## src/design/voice_command_frame_filter_macros.svh

```systemverilog
`ifndef VOICE_COMMAND_FRAME_FILTER_MACROS_SVH
`define VOICE_COMMAND_FRAME_FILTER_MACROS_SVH

// same-cycle implication, checked outside reset
`define VCFF_ASSERT_NOW(lbl, pre, post, msg) \
    lbl: assert property (@(posedge aclk) disable iff (!aresetn) (pre) |-> (post)) \
        else $error(msg);

// next-cycle implication, checked outside reset
`define VCFF_ASSERT_NEXT(lbl, pre, post, msg) \
    lbl: assert property (@(posedge aclk) disable iff (!aresetn) (pre) |=> (post)) \
        else $error(msg);

`endif

```

## src/design/vcff_pkg.sv

```systemverilog
package vcff_pkg;

    localparam int FRAME_LEN = 5;
    localparam int BEAT_W    = $clog2(FRAME_LEN);
    localparam int ADDR_W    = 4;

    localparam logic [7:0] SYNC0_BYTE   = 8'hAA;
    localparam logic [7:0] SYNC1_BYTE   = 8'h55;
    localparam logic [7:0] TAIL_BYTE    = 8'hFB;
    localparam logic [7:0] CMD_TYPE_SYS = 8'h01;
    localparam logic [7:0] CMD_ID_SLEEP = 8'h01;
    localparam logic [7:0] CMD_ID_WAKE  = 8'h02;

    localparam logic [31:0] WAKE_TIMEOUT_RST  = 32'd30000;
    localparam logic [31:0] ECHO_WINDOW_RST   = 32'd300;
    localparam logic [31:0] REPEAT_WINDOW_RST = 32'd100;
    localparam logic [31:0] REPLAY_WINDOW_RST = 32'd1000;

    typedef enum logic [2:0] {
        KIND_RX   = 3'd0,
        KIND_TICK = 3'd1,
        KIND_PLAY = 3'd2,
        KIND_STOP = 3'd3,
        KIND_WAKE = 3'd4
    } vcff_kind_t;

    typedef enum logic [1:0] {
        REG_WAKE_TIMEOUT  = 2'd0,
        REG_ECHO_WINDOW   = 2'd1,
        REG_REPEAT_WINDOW = 2'd2,
        REG_REPLAY_WINDOW = 2'd3
    } vcff_reg_t;

    localparam logic OUT_CMD = 1'b0;
    localparam logic OUT_TX  = 1'b1;

    typedef struct packed {
        logic [2:0] kind;
        logic [7:0] rx_byte;
        logic [7:0] play_type;
        logic [7:0] play_id;
        logic       alarm_ringing;
        logic       empty_box_alarm;
    } vcff_in_t;

    typedef struct packed {
        logic        out_kind;
        logic [7:0]  command_type;
        logic [7:0]  command_id;
        logic [7:0]  tx_byte;
        logic        last;
        logic        awake;
        logic        playing;
        logic [31:0] frame_count;
    } vcff_out_t;

    typedef struct packed {
        logic [31:0] wake_timeout;
        logic [31:0] echo_window;
        logic [31:0] repeat_window;
        logic [31:0] replay_window;
    } vcff_cfg_t;

    // request from the filter core to the result stage
    typedef struct packed {
        logic        is_play;
        logic [7:0]  code_type;
        logic [7:0]  code_id;
        logic        awake;
        logic        playing;
        logic [31:0] frame_count;
    } vcff_load_t;

endpackage

```

## src/design/voice_command_frame_filter.sv

```systemverilog
// channel   | handshake         | payload
// ----------+-------------------+---------------------------------------
// input     | s_valid / s_ready | s_data  (vcff_in_t: byte, tick, play...)
// result    | m_valid / m_ready | m_data  (vcff_out_t: command or tx byte)
// config    | apb psel/penable  | paddr, pwdata, prdata
//
// one item is accepted per cycle while s_ready is high; m_valid is a registered flag
// a play frame holds the result register for five beats, one byte per unstalled cycle
// an item that needs the busy result register waits in the input register, s_ready low
// items that cause no result retire even while the result register is busy
// aresetn is synchronous; the wake/play flags and all filter state but the frame bytes clear
module voice_command_frame_filter
    import vcff_pkg::*;
(
    input  logic              aclk,
    input  logic              aresetn,
    input  logic              s_valid,
    output logic              s_ready,
    input  vcff_in_t          s_data,
    output logic              m_valid,
    input  logic              m_ready,
    output vcff_out_t         m_data,
    input  logic              psel,
    input  logic              penable,
    input  logic              pwrite,
    input  logic [ADDR_W-1:0] paddr,
    input  logic [31:0]       pwdata,
    output logic [31:0]       prdata,
    output logic              pready
);

    vcff_cfg_t  cfg;
    logic       in_vld_reg;
    vcff_in_t   in_data_reg;
    logic       take;
    logic       load_vld;
    vcff_load_t load;
    logic       out_ready;

    assign s_ready = !in_vld_reg || take;

    always_ff @(posedge aclk) begin
        if (!aresetn) begin
            in_vld_reg <= 1'b0;
        end else if (s_ready) begin
            in_vld_reg <= s_valid;
        end
    end

    always_ff @(posedge aclk) begin
        if (s_valid && s_ready) begin
            in_data_reg <= s_data;
        end
    end

    vcff_regs u_regs (
        .aclk    (aclk),
        .aresetn (aresetn),
        .psel    (psel),
        .penable (penable),
        .pwrite  (pwrite),
        .paddr   (paddr),
        .pwdata  (pwdata),
        .prdata  (prdata),
        .pready  (pready),
        .cfg     (cfg)
    );

    vcff_core u_core (
        .aclk      (aclk),
        .aresetn   (aresetn),
        .cfg       (cfg),
        .item_vld  (in_vld_reg),
        .item      (in_data_reg),
        .out_ready (out_ready),
        .take      (take),
        .load_vld  (load_vld),
        .load      (load)
    );

    vcff_out u_out (
        .aclk      (aclk),
        .aresetn   (aresetn),
        .load_vld  (load_vld),
        .load      (load),
        .out_ready (out_ready),
        .m_valid   (m_valid),
        .m_ready   (m_ready),
        .m_data    (m_data)
    );

endmodule

```

## src/design/vcff_regs.sv

```systemverilog
module vcff_regs
    import vcff_pkg::*;
(
    input  logic              aclk,
    input  logic              aresetn,
    input  logic              psel,
    input  logic              penable,
    input  logic              pwrite,
    input  logic [ADDR_W-1:0] paddr,
    input  logic [31:0]       pwdata,
    output logic [31:0]       prdata,
    output logic              pready,
    output vcff_cfg_t         cfg
);

    vcff_cfg_t cfg_reg;
    vcff_reg_t sel;
    logic      wr_en;

    assign sel    = vcff_reg_t'(paddr[3:2]);
    assign wr_en  = psel && penable && pwrite;
    assign pready = 1'b1;
    assign cfg    = cfg_reg;

    always_ff @(posedge aclk) begin
        if (!aresetn) begin
            cfg_reg.wake_timeout  <= WAKE_TIMEOUT_RST;
            cfg_reg.echo_window   <= ECHO_WINDOW_RST;
            cfg_reg.repeat_window <= REPEAT_WINDOW_RST;
            cfg_reg.replay_window <= REPLAY_WINDOW_RST;
        end else if (wr_en) begin
            case (sel)
                REG_WAKE_TIMEOUT:  cfg_reg.wake_timeout  <= pwdata;
                REG_ECHO_WINDOW:   cfg_reg.echo_window   <= pwdata;
                REG_REPEAT_WINDOW: cfg_reg.repeat_window <= pwdata;
                REG_REPLAY_WINDOW: cfg_reg.replay_window <= pwdata;
                default: ;
            endcase
        end
    end

    always_comb begin
        case (sel)
            REG_WAKE_TIMEOUT:  prdata = cfg_reg.wake_timeout;
            REG_ECHO_WINDOW:   prdata = cfg_reg.echo_window;
            REG_REPEAT_WINDOW: prdata = cfg_reg.repeat_window;
            REG_REPLAY_WINDOW: prdata = cfg_reg.replay_window;
            default:           prdata = 32'd0;
        endcase
    end

endmodule

```

## src/design/vcff_core.sv

```systemverilog
module vcff_core
    import vcff_pkg::*;
(
    input  logic       aclk,
    input  logic       aresetn,
    input  vcff_cfg_t  cfg,
    input  logic       item_vld,
    input  vcff_in_t   item,
    input  logic       out_ready,
    output logic       take,
    output logic       load_vld,
    output vcff_load_t load
);

    logic [31:0]       now_ticks_reg, now_ticks_next;
    logic [BEAT_W-1:0] byte_pos_reg, byte_pos_next;
    logic [7:0]        fb_reg [4];
    logic [7:0]        prev_type_reg, prev_type_next;
    logic [7:0]        prev_id_reg, prev_id_next;
    logic [31:0]       prev_time_reg, prev_time_next;
    logic              awake_reg, awake_next;
    logic [31:0]       wake_stamp_reg, wake_stamp_next;
    logic              echo_armed_reg, echo_armed_next;
    logic [7:0]        sent_type_reg, sent_type_next;
    logic [7:0]        sent_id_reg, sent_id_next;
    logic [31:0]       sent_stamp_reg, sent_stamp_next;
    logic              play_reg, play_next;
    logic [7:0]        played_type_reg, played_type_next;
    logic [7:0]        played_id_reg, played_id_next;
    logic [31:0]       played_stamp_reg, played_stamp_next;
    logic [31:0]       count_reg, count_next;

    vcff_kind_t  kind;
    logic        hold;
    logic        is_rx, is_tick, is_play, is_stop, is_wake;
    logic        store_byte, frame_ok, fresh, deliver;
    logic [7:0]  ty, id;
    logic [31:0] sent_el, prev_el, wake_el, played_el, echo_el;
    logic        echo_hit, rep_hit, awake_chk, awake_ww;
    logic        is_sys, is_sleep, is_wakeword;
    logic        play_dup, play_go, needs_out;

    assign kind = vcff_kind_t'(item.kind);
    assign hold = item.alarm_ringing || item.empty_box_alarm;

    always_comb begin
        is_rx   = 1'b0;
        is_tick = 1'b0;
        is_play = 1'b0;
        is_stop = 1'b0;
        is_wake = 1'b0;
        case (kind)
            KIND_RX:   is_rx   = 1'b1;
            KIND_TICK: is_tick = 1'b1;
            KIND_PLAY: is_play = 1'b1;
            KIND_STOP: is_stop = 1'b1;
            KIND_WAKE: is_wake = 1'b1;
            default: ;
        endcase
    end

    assign sent_el   = now_ticks_reg - sent_stamp_reg;
    assign prev_el   = now_ticks_reg - prev_time_reg;
    assign wake_el   = now_ticks_reg - wake_stamp_reg;
    assign played_el = now_ticks_reg - played_stamp_reg;

    // frame assembly
    assign store_byte = byte_pos_reg < BEAT_W'(FRAME_LEN - 1);
    assign ty         = fb_reg[2];
    assign id         = fb_reg[3];
    assign frame_ok   = is_rx && !store_byte && fb_reg[0] == SYNC0_BYTE
                        && fb_reg[1] == SYNC1_BYTE && item.rx_byte == TAIL_BYTE;

    assign echo_hit = echo_armed_reg && ty == sent_type_reg && id == sent_id_reg
                      && sent_el < cfg.echo_window;
    assign rep_hit  = ty == prev_type_reg && id == prev_id_reg
                      && prev_el < cfg.repeat_window;
    assign fresh    = frame_ok && !echo_hit && !rep_hit;

    assign is_sys      = ty == CMD_TYPE_SYS;
    assign is_sleep    = is_sys && id == CMD_ID_SLEEP;
    assign is_wakeword = is_sys && id == CMD_ID_WAKE;

    // inactivity timeout, held off by alarms and playback
    assign awake_chk = awake_reg
                       && !(!hold && !play_reg && wake_el > cfg.wake_timeout);
    assign awake_ww  = awake_chk || is_wakeword;
    assign deliver   = fresh && (is_sleep || awake_ww);

    assign play_dup = play_reg && item.play_type == played_type_reg
                      && item.play_id == played_id_reg && played_el < cfg.replay_window;
    assign play_go  = is_play && !play_dup;

    assign needs_out = deliver || play_go;
    assign take      = item_vld && (!needs_out || out_ready);
    assign load_vld  = take && needs_out;

    // echo expiry looks at the tick count after this item
    assign echo_el = sent_el + {31'd0, is_tick};

    always_comb begin
        now_ticks_next    = now_ticks_reg;
        byte_pos_next     = byte_pos_reg;
        prev_type_next    = prev_type_reg;
        prev_id_next      = prev_id_reg;
        prev_time_next    = prev_time_reg;
        awake_next        = awake_reg;
        wake_stamp_next   = wake_stamp_reg;
        echo_armed_next   = echo_armed_reg;
        sent_type_next    = sent_type_reg;
        sent_id_next      = sent_id_reg;
        sent_stamp_next   = sent_stamp_reg;
        play_next         = play_reg;
        played_type_next  = played_type_reg;
        played_id_next    = played_id_reg;
        played_stamp_next = played_stamp_reg;
        count_next        = count_reg;

        if (is_rx) begin
            byte_pos_next = store_byte ? byte_pos_reg + BEAT_W'(1) : '0;
        end
        if (fresh) begin
            prev_type_next = ty;
            prev_id_next   = id;
            prev_time_next = now_ticks_reg;
            count_next     = count_reg + 32'd1;
            if (is_sleep) begin
                awake_next = awake_ww && (hold || play_reg);
            end else begin
                awake_next = awake_ww;
                if (awake_ww) begin
                    wake_stamp_next = now_ticks_reg;
                end
            end
        end
        if (is_tick) begin
            now_ticks_next = now_ticks_reg + 32'd1;
        end
        if (play_go) begin
            play_next         = 1'b1;
            played_type_next  = item.play_type;
            played_id_next    = item.play_id;
            played_stamp_next = now_ticks_reg;
            sent_type_next    = item.play_type;
            sent_id_next      = item.play_id;
            sent_stamp_next   = now_ticks_reg;
            echo_armed_next   = 1'b1;
        end else if (echo_el > cfg.echo_window) begin
            echo_armed_next = 1'b0;
        end
        if (is_stop) begin
            play_next        = 1'b0;
            played_type_next = 8'd0;
            played_id_next   = 8'd0;
        end
        if (is_wake) begin
            awake_next      = 1'b1;
            wake_stamp_next = now_ticks_reg;
        end
    end

    always_comb begin
        load.is_play     = play_go;
        load.code_type   = play_go ? item.play_type : ty;
        load.code_id     = play_go ? item.play_id : id;
        load.awake       = awake_next;
        load.playing     = play_next;
        load.frame_count = count_next;
    end

    always_ff @(posedge aclk) begin
        if (!aresetn) begin
            now_ticks_reg    <= '0;
            byte_pos_reg     <= '0;
            prev_type_reg    <= '0;
            prev_id_reg      <= '0;
            prev_time_reg    <= '0;
            awake_reg        <= 1'b0;
            wake_stamp_reg   <= '0;
            echo_armed_reg   <= 1'b0;
            sent_type_reg    <= '0;
            sent_id_reg      <= '0;
            sent_stamp_reg   <= '0;
            play_reg         <= 1'b0;
            played_type_reg  <= '0;
            played_id_reg    <= '0;
            played_stamp_reg <= '0;
            count_reg        <= '0;
        end else if (take) begin
            now_ticks_reg    <= now_ticks_next;
            byte_pos_reg     <= byte_pos_next;
            prev_type_reg    <= prev_type_next;
            prev_id_reg      <= prev_id_next;
            prev_time_reg    <= prev_time_next;
            awake_reg        <= awake_next;
            wake_stamp_reg   <= wake_stamp_next;
            echo_armed_reg   <= echo_armed_next;
            sent_type_reg    <= sent_type_next;
            sent_id_reg      <= sent_id_next;
            sent_stamp_reg   <= sent_stamp_next;
            play_reg         <= play_next;
            played_type_reg  <= played_type_next;
            played_id_reg    <= played_id_next;
            played_stamp_reg <= played_stamp_next;
            count_reg        <= count_next;
        end
    end

    always_ff @(posedge aclk) begin
        if (take && is_rx && store_byte) begin
            fb_reg[byte_pos_reg[1:0]] <= item.rx_byte;
        end
    end

endmodule

```

## src/design/vcff_out.sv

```systemverilog
`include "voice_command_frame_filter_macros.svh"

module vcff_out
    import vcff_pkg::*;
(
    input  logic       aclk,
    input  logic       aresetn,
    input  logic       load_vld,
    input  vcff_load_t load,
    output logic       out_ready,
    output logic       m_valid,
    input  logic       m_ready,
    output vcff_out_t  m_data
);

    logic              vld_reg;
    logic [BEAT_W-1:0] beat_reg;
    vcff_load_t        res_reg;
    logic              last_now;
    logic [7:0]        tx;

    assign last_now  = !res_reg.is_play || beat_reg == BEAT_W'(FRAME_LEN - 1);
    assign out_ready = !vld_reg || (m_ready && last_now);
    assign m_valid   = vld_reg;

    always_comb begin
        case (beat_reg)
            BEAT_W'(0): tx = SYNC0_BYTE;
            BEAT_W'(1): tx = SYNC1_BYTE;
            BEAT_W'(2): tx = res_reg.code_type;
            BEAT_W'(3): tx = res_reg.code_id;
            default:    tx = TAIL_BYTE;
        endcase
    end

    always_comb begin
        m_data.out_kind     = res_reg.is_play ? OUT_TX : OUT_CMD;
        m_data.command_type = res_reg.is_play ? 8'd0 : res_reg.code_type;
        m_data.command_id   = res_reg.is_play ? 8'd0 : res_reg.code_id;
        m_data.tx_byte      = res_reg.is_play ? tx : 8'd0;
        m_data.last         = last_now;
        m_data.awake        = res_reg.awake;
        m_data.playing      = res_reg.playing;
        m_data.frame_count  = res_reg.frame_count;
    end

    always_ff @(posedge aclk) begin
        if (!aresetn) begin
            vld_reg  <= 1'b0;
            beat_reg <= '0;
        end else if (load_vld) begin
            vld_reg  <= 1'b1;
            beat_reg <= '0;
        end else if (vld_reg && m_ready) begin
            if (last_now) begin
                vld_reg <= 1'b0;
            end else begin
                beat_reg <= beat_reg + BEAT_W'(1);
            end
        end
    end

    always_ff @(posedge aclk) begin
        if (load_vld) begin
            res_reg <= load;
        end
    end

    `VCFF_ASSERT_NOW(a_no_overwrite, load_vld, out_ready, "result loaded over a pending beat")
    `VCFF_ASSERT_NOW(a_beat_range, vld_reg, beat_reg <= BEAT_W'(FRAME_LEN - 1), "beat out of range")
    `VCFF_ASSERT_NOW(a_cmd_single, vld_reg && !res_reg.is_play, beat_reg == '0, "command beat moved")
    `VCFF_ASSERT_NEXT(a_beat_step, vld_reg && m_ready && !last_now, vld_reg && beat_reg == $past(beat_reg) + BEAT_W'(1), "frame beat skipped")

endmodule

```

## config.mk

```make
export PLATFORM = sky130hd
export DESIGN_NAME = voice_command_frame_filter
export DESIGN_NICKNAME = d
export VERILOG_FILES = /design/src/design/vcff_pkg.sv /design/src/design/voice_command_frame_filter.sv /design/src/design/vcff_regs.sv /design/src/design/vcff_core.sv /design/src/design/vcff_out.sv
export VERILOG_INCLUDE_DIRS = /design/src /design/src/design
export SDC_FILE = /design/constraint.sdc
export NUM_CORES = 1
export LEC_CHECK = 0
export BUFFER_PORTS_ARGS = -buffer_cell sky130_fd_sc_hd__buf_2
export CORE_ASPECT_RATIO = 0.8
export CORE_MARGIN = 5
export CORE_UTILIZATION = 40
export DETAILED_ROUTE_END_ITERATION = 8
export PLACE_DENSITY_LB_ADDON = 0.1
export SLEW_MARGIN = 40
export SYNTH_ARGS = -nofsm -noshare
export SYNTH_HDL_FRONTEND = slang
export SYNTH_SLANG_ARGS = --single-unit
```

## constraint.sdc

```tcl
create_clock -name aclk -period 7.2 [get_ports aclk]
set_clock_uncertainty 0.15 [all_clocks]
set_input_delay 0.72 -clock aclk [delete_from_list [all_inputs] [get_ports aclk]]
set_output_delay 0.72 -clock aclk [all_outputs]
set_load 0.02 [all_outputs]
```

==> out/metrics.yaml, run 1 <==
core_um2: 70650
synth_top_area_share_pct: 24.29
critPathLaunchType: "register"
place_area_um2: 30750
async_flop_share_pct: 0
syn_to_final_growth_pct: 14.62
drv_cap: 0
hpwlAfterDp_um: 64130
grt_max_degree: 216
synth-seq-cells: 459
track_usage_pct: 21.28
cts_max_level: 2
design_area_um2: 32780
largest_register_ffs: 128
nets: 3732
drt_iter0_drc: 1592
ys_types: 89
viasPerCell: 5.298
stdcell_count: 4369
required_ns: 6.33
via_count: 23150
syn-cell-area_um2: 28600
avgSynthCellArea_um2: 8.831
setup.worst_path.end_class: "output port"
critPathMaxFanout: 5
total_leakage_power_nw: 13.14
rows: 87
synth_area_leaders: "dfxtp_1, edfxtp_1, ha_1"
pre_cts_slack_ns: 0.1038
worstMarginPinSlew_ns: 0.8647
dpl.cell_count: 4265
overflow: 0
peakVddDrop_mv: 0.1258
dieArea_um2: 76970
path_class: "register to output port"
die_y_um: 249.2
syn_inst: 3238
root_buffer: "clkbuf_16"
clkLatencyLatePin_ns: 0.60
maxSlewViolCount: 0
gp_congestion: 0.8935
final_cell_mix: "nand2_1, dfxtp_1, inv_1"
period_share_pct: 96.07
hold_path_class: "input pin to register"
multiInputGateArea_um2: 16690
grt_pass1_vias: 22390
regArea_um2: 10310
worstPathArrival_ns: 6.05
tns_ns: 0
outcome: "complete, no violations"
numClockSinks: 459
clockBufferDepth: 3
slew_headroom_pct: 41.94
cts_tree: "yes"
hold_violations: 0
antennaDiodeCount: 0
ios: 167
synth_edf_count: 112
timing.fmax_mhz: 144.6
routedWlPerCell_um: 19.24
ys_warn_count: 0
die_x_um: 308.9
start_util_pct: 40.48
final_common_cell: "nand2_1"
cts_hold_buf: 0
finalWorstSetupSlack_ns: 0.2826
ys.flop_type: "dfxtp_1"
clkTransAtPathRegs_ns: 0.06
ys_seq_area_share_pct: 36.05
grt_pass1_wl_um: 130300
cts_buffers: 52
numPortBuffers: 163
antenna_found_initial: 1
period_needed_ns: 6.917
drive_above_1_share_pct: 13.80
power_density_nw_per_um2: 176.1
setup_viol: 0
ant_nets: 0
dr.pass1.iters: 5
synth_area_leader_cell: "dfxtp_1"
drc: 0
routed_wl_um: 84060
fillerInstances: 6790
syn_nets: 3576
-- through the flow --
stage	utilization (%)	power, mW	hold WS, ns
after CTS	46.10	5.861	0.09484
after global placement	43.46	3.063	0.2961
after global routing	46.40	6.007	0.1042
after detailed placement	43.53	3.070	0.3017
after floorplan	-	2.935	0.2871
final	46.40	5.772	0.1512
-- what timing repair did --
action,in CTS,in global routing
resized for setup,11,26
setup endpoints to repair,1,1
endpoints found under the hold margin,0,0
pin swaps,2,15
buffers inserted,2,6
-- where the power goes --
group          internal [mW]  switching [mW]
clock network           1.63            1.12
registers               2.67          0.0369
logic                  0.123           0.186
-- final timing paths --
kind | from | end | slack, ns | cells after the start
min reg2reg | u_core.prev_time_reg[5]$_SDFFE_PN0P_ | u_core.prev_time_reg[5]$_SDFFE_PN0P_ | 0.31 | 2
max reg2reg | u_core.now_ticks_reg[0]$_SDFFE_PN0P_ | u_core.count_reg[28]$_SDFFE_PN0N_ | 0.58 | 27
max | u_core.now_ticks_reg[0]$_SDFFE_PN0P_ | s_ready | 0.28 | 27
min | s_data[28] | in_data_reg[28]$_DFFE_PP_ | 0.15 | 1
-- layout make-up --
| class | count | area share, % |
|---|---|---|
| clock inverters | 28 | 0.9658 |
| repair buffers | 269 | 5.554 |
| flip-flops and latches | 459 | 31.46 |
| clock buffers | 67 | 4.417 |
| well taps | 934 | 3.565 |
| multi-input cells | 2341 | 50.93 |
| inverters | 271 | 3.103 |
-- metal layers --
| metal | GRT usage (%) | vias up | wire (µm) |
|---|---|---|---|
| met4 | 4.382 | 0 | 1586 |
| met2 | 34.37 | 468 | 38340 |
| met3 | 3.060 | 90 | 3947 |
| met5 | 0 | - | 0 |
| li1 | - | 11600 | - |
| met1 | 30.51 | 10990 | 40190 |
-- logic make-up after synthesis --
group | share of synthesized area (%)
buf+inv | 6.344
flops | 36.05
fa+ha+maj | 11.72
other cells | 0.01311
compound gates | 16.18
mux | 3.960
simple gates | 18.33
xor+xnor | 7.403
-- worst max-delay path, cell delays in order, from the launching register on --
cell and delay (ns):
dfxtp_1 0.35, inv_2 0.12, ha_1 0.15, inv_1 0.06
fa_1 0.40, a21o_1 0.21, a21oi_4 0.19, o21bai_2 0.11
a21o_1 0.27, a311oi_2 0.32, o21ai_2 0.16, a21o_1 0.21
o41a_1 0.41, a21oi_1 0.18, o21bai_1 0.09, xor2_1 0.15
ha_1 0.28, nand4_1 0.14, buf_4 0.19, nor4_4 0.29
buf_4 0.20, nand3_2 0.12, a21boi_2 0.18, a21o_1 0.13
nor2_2 0.04, o21ai_2 0.14, nand3_1 0.11, clkbuf_4 0.22
-- cell usage after synthesis (all sizes together), types with 8 or more instances --
master and n:
mux4 32, and4 12, a21oi 153, nor2b 87, mux2 17, a21o 73
nor3 41, a22o 17, edfxtp 112, nor2 134, a211oi 17, ha 263
o211ai 31, a211o 8, nand2 406, nand3 141, inv 271, a22oi 10
nand2b 23, o21a 23, buf 71, a21boi 136, a2111oi 8, dfxtp 347
nand4b 8, o21bai 14, and3 29, clkbuf 96, and2 60, mux2i 22
nor4 16, or3 16, a31oi 10, xor2 65, xnor2 175, nand4 66
o31ai 8, o21ai 147
(Power assumes the default switching activity.)
==> inputs of run 2 (changes only) <==
ABC_AREA = 1   (was unset)
SETUP_SLACK_MARGIN = 0.1   (was unset)
clock period = 7.3 ns   (was 7.2 ns; I/O delays follow)
==> out/metrics.yaml, run 2 <==
clockBufferDepth: 3  # unchanged
place_area_um2: 32590  # +6.0%
ios: 167  # unchanged
pre_cts_slack_ns: 1.231  # +1.128 ns
syn_inst: 4452  # +37%
antenna_found_initial: 4  # +3
synth-seq-cells: 459  # unchanged
gp_congestion: 0.9294  # +4.0%
start_util_pct: 40.27  # -0.21 points
dpl.cell_count: 5496  # +29%
avgSynthCellArea_um2: 6.952  # -21%
rows: 91  # +4.6%
cts_tree: "yes"
reg2reg_setup_slack_ns: 1.14  # +0.56 ns
routedWlPerCell_um: 17.77  # -7.7%
die_y_um: 258.8  # +3.9%
required_ns: 6.42  # +0.09 ns
tns_ns: 0  # unchanged
slew_headroom_pct: 39.24  # -2.7 points
path_class: "register to output port"
numClockSinks: 459  # unchanged
cts_buffers: 52  # unchanged
drc: 0  # unchanged
overflow: 0  # unchanged
synth_area_leaders: "dfxtp_1, nand2_1, edfxtp_1"
ys_seq_area_share_pct: 33.31  # -2.7 points
worstMarginPinSlew_ns: 0.9114  # +0.04669 ns
clkTransAtPathRegs_ns: 0.06  # about the same
routed_wl_um: 99380  # +18%
design_area_um2: 34390  # +4.9%
utilization_pct: 44.74  # -1.7 points
peakVddDrop_mv: 0.1535  # +22%
numPortBuffers: 163  # unchanged
cts_resized: 0  # -11
final_cell_mix: "nand2_1, inv_1, nor2_1"
critPathMaxFanout: 9  # +4
syn-cell-area_um2: 30950  # +8.2%
cts_max_level: 2  # unchanged
nets: 4865  # +30%
core_um2: 76860  # +8.8%
critPathLaunchType: "register"
post-synth-top-count-cell: "nand2_1"
track_usage_pct: 23.19  # +1.9 points
clkLatencyLatePin_ns: 0.63  # +0.03 ns
post-cts-setup-buffer-count: 0  # -2
power_mw: 6.791  # +18%
drv_cap: 0  # unchanged
maxSlewViolCount: 0  # unchanged
hold_path_class: "input pin to register"
synth_area_leader_cell: "dfxtp_1"
async_flop_share_pct: 0  # unchanged
synth_edf_count: 112  # unchanged
total_leakage_power_nw: 16.19  # +23%
die_x_um: 321  # +3.9%
finalWorstSetupSlack_ns: 0.9698  # +0.6872 ns
largest_register_ffs: 128  # unchanged
ys_types: 58  # -35%
setup_viol: 0  # unchanged
synth_top_area_share_pct: 22.44  # -1.8 points
dr.pass1.iters: 6  # +1
slowest_delay_ns: 0.42  # about the same
slowest_stage: "fa_1"
rsz0062_at_grt: "no"
power_density_nw_per_um2: 197.5  # +12%
grt_max_degree: 157  # -27%
timing.critical_path.mode_cell: "nand2_1"
timing.fmax_mhz: 158.0
cp-startpoint: "u_core.now_ticks_reg[0]$_SDFFE_PN0P_"
netlist_top_cells_count: "nand2_1, inv_1, nor2_1"
stdcell_count: 5593  # +28%
critPathTopFamily: "simple AND/OR/NAND/NOR gates"
period_share_pct: 86.71
hold_violations: 0  # unchanged
setup.worst_path.end_class: "output port"
drive_above_1_share_pct: 8.778  # -5.0 points
via_count: 28590  # +23%
grt_pass1_wl_um: 152800  # +17%
dieArea_um2: 83070  # +7.9%
final_common_cell: "nand2_1"
root_buffer: "clkbuf_16"
ys_warn_count: 0  # unchanged
syn_nets: 4790  # +34%
outcome: "complete, no violations"
min_from: "s_data[27]"
hpwlAfterDp_um: 76580  # +19%
worstPathArrival_ns: 5.45  # -0.60 ns
grt_pass1_vias: 26170  # +17%
reg2reg_from: "u_core.now_ticks_reg[0]$_SDFFE_PN0P_"
drt_iter0_drc: 2594  # +63%
period_needed_ns: 6.330
cts_hold_buf: 0  # unchanged
syn_to_final_growth_pct: 11.10
worst_hold_slack_ns: 0.1315  # -0.01977 ns
ys.flop_type: "dfxtp_1"
ant_nets: 0  # unchanged
viasPerCell: 5.111  # -3.5%
crit_buf_inv: 4  # -1
[run 2: cell types whose count changed after synthesis, sizes merged, moves of 81 or more]
cell / delta
nor2b: -86
nand4: +93
inv: +377
a21boi: -130
nand2: +631
xnor2: -143
o21ai: +136
nor2: +352
a21oi: +256
xor2: +81
[run 2: kinds of logic (layout without fill, tap and decap cells)]
kind of cell / after synthesis / in the layout / synth area share (%)
simple gates: 1902 / 1902 / 25.94
other cells: 1 / 3 / 0.01212
fa+ha+maj: 266 / 266 / 10.83
compound gates: 792 / 792 / 13.64
flops: 459 / 459 / 33.31
xor+xnor: 178 / 178 / 5.207
buf+inv: 854 / 970 / 11.07
[run 2: final timing paths]
kind	end	cells past startpoint
max	s_ready	26
min	in_data_reg[27]$_DFFE_PP_	1
min reg2reg	u_core.now_ticks_reg[15]$_SDFFE_PN0P_	2
max reg2reg	u_core.awake_reg$_SDFFE_PN0N_	27
[run 2: worst reg2reg max path: cells and delay by family, from the launching register on]
family | cells | cell delay, ns
flip-flops | 1 | 0.39
AND/OR/NAND/NOR | 14 | 2.13
AO/OA/AOI/OAI | 5 | 1.15
adder cells (fa/ha/maj) | 3 | 0.90
buffers and inverters | 4 | 1.24
XOR/XNOR | 1 | 0.15
[run 2: final cells by class]
cell class / count / area [µm²]
clock inverters: 19 / 255.2
clock buffers: 76 / 1543
diodes: 2 / 5.005
multi-input cells: 3139 / 17230
well taps: 1023 / 1280
flip-flops and latches: 459 / 10310
repair buffers: 221 / 1311
inverters: 654 / 2455
fillers: 8023 / 42470
[run 2: report_power, final]
group / leakage, nW / switching [mW] / internal, mW
logic: 11.4 / 0.857 / 0.446
registers: 3.89 / 0.0390 / 2.66
clock network: 0.877 / 1.15 / 1.64
total: 16.2 / 2.04 / 4.75
[run 2: metal layers]
layer / part of all wire (%) / up-vias / GRT usage (%) / wire length, µm
met5: 0 / - / 0 / 0
met1: 51 / 13140 / 36.95 / 51160
met4: 1.9 / 0 / 4.642 / 1863
met2: 40 / 742 / 32.90 / 39870
li1: - / 14600 / - / -
met3: 6.5 / 109 / 3.420 / 6486
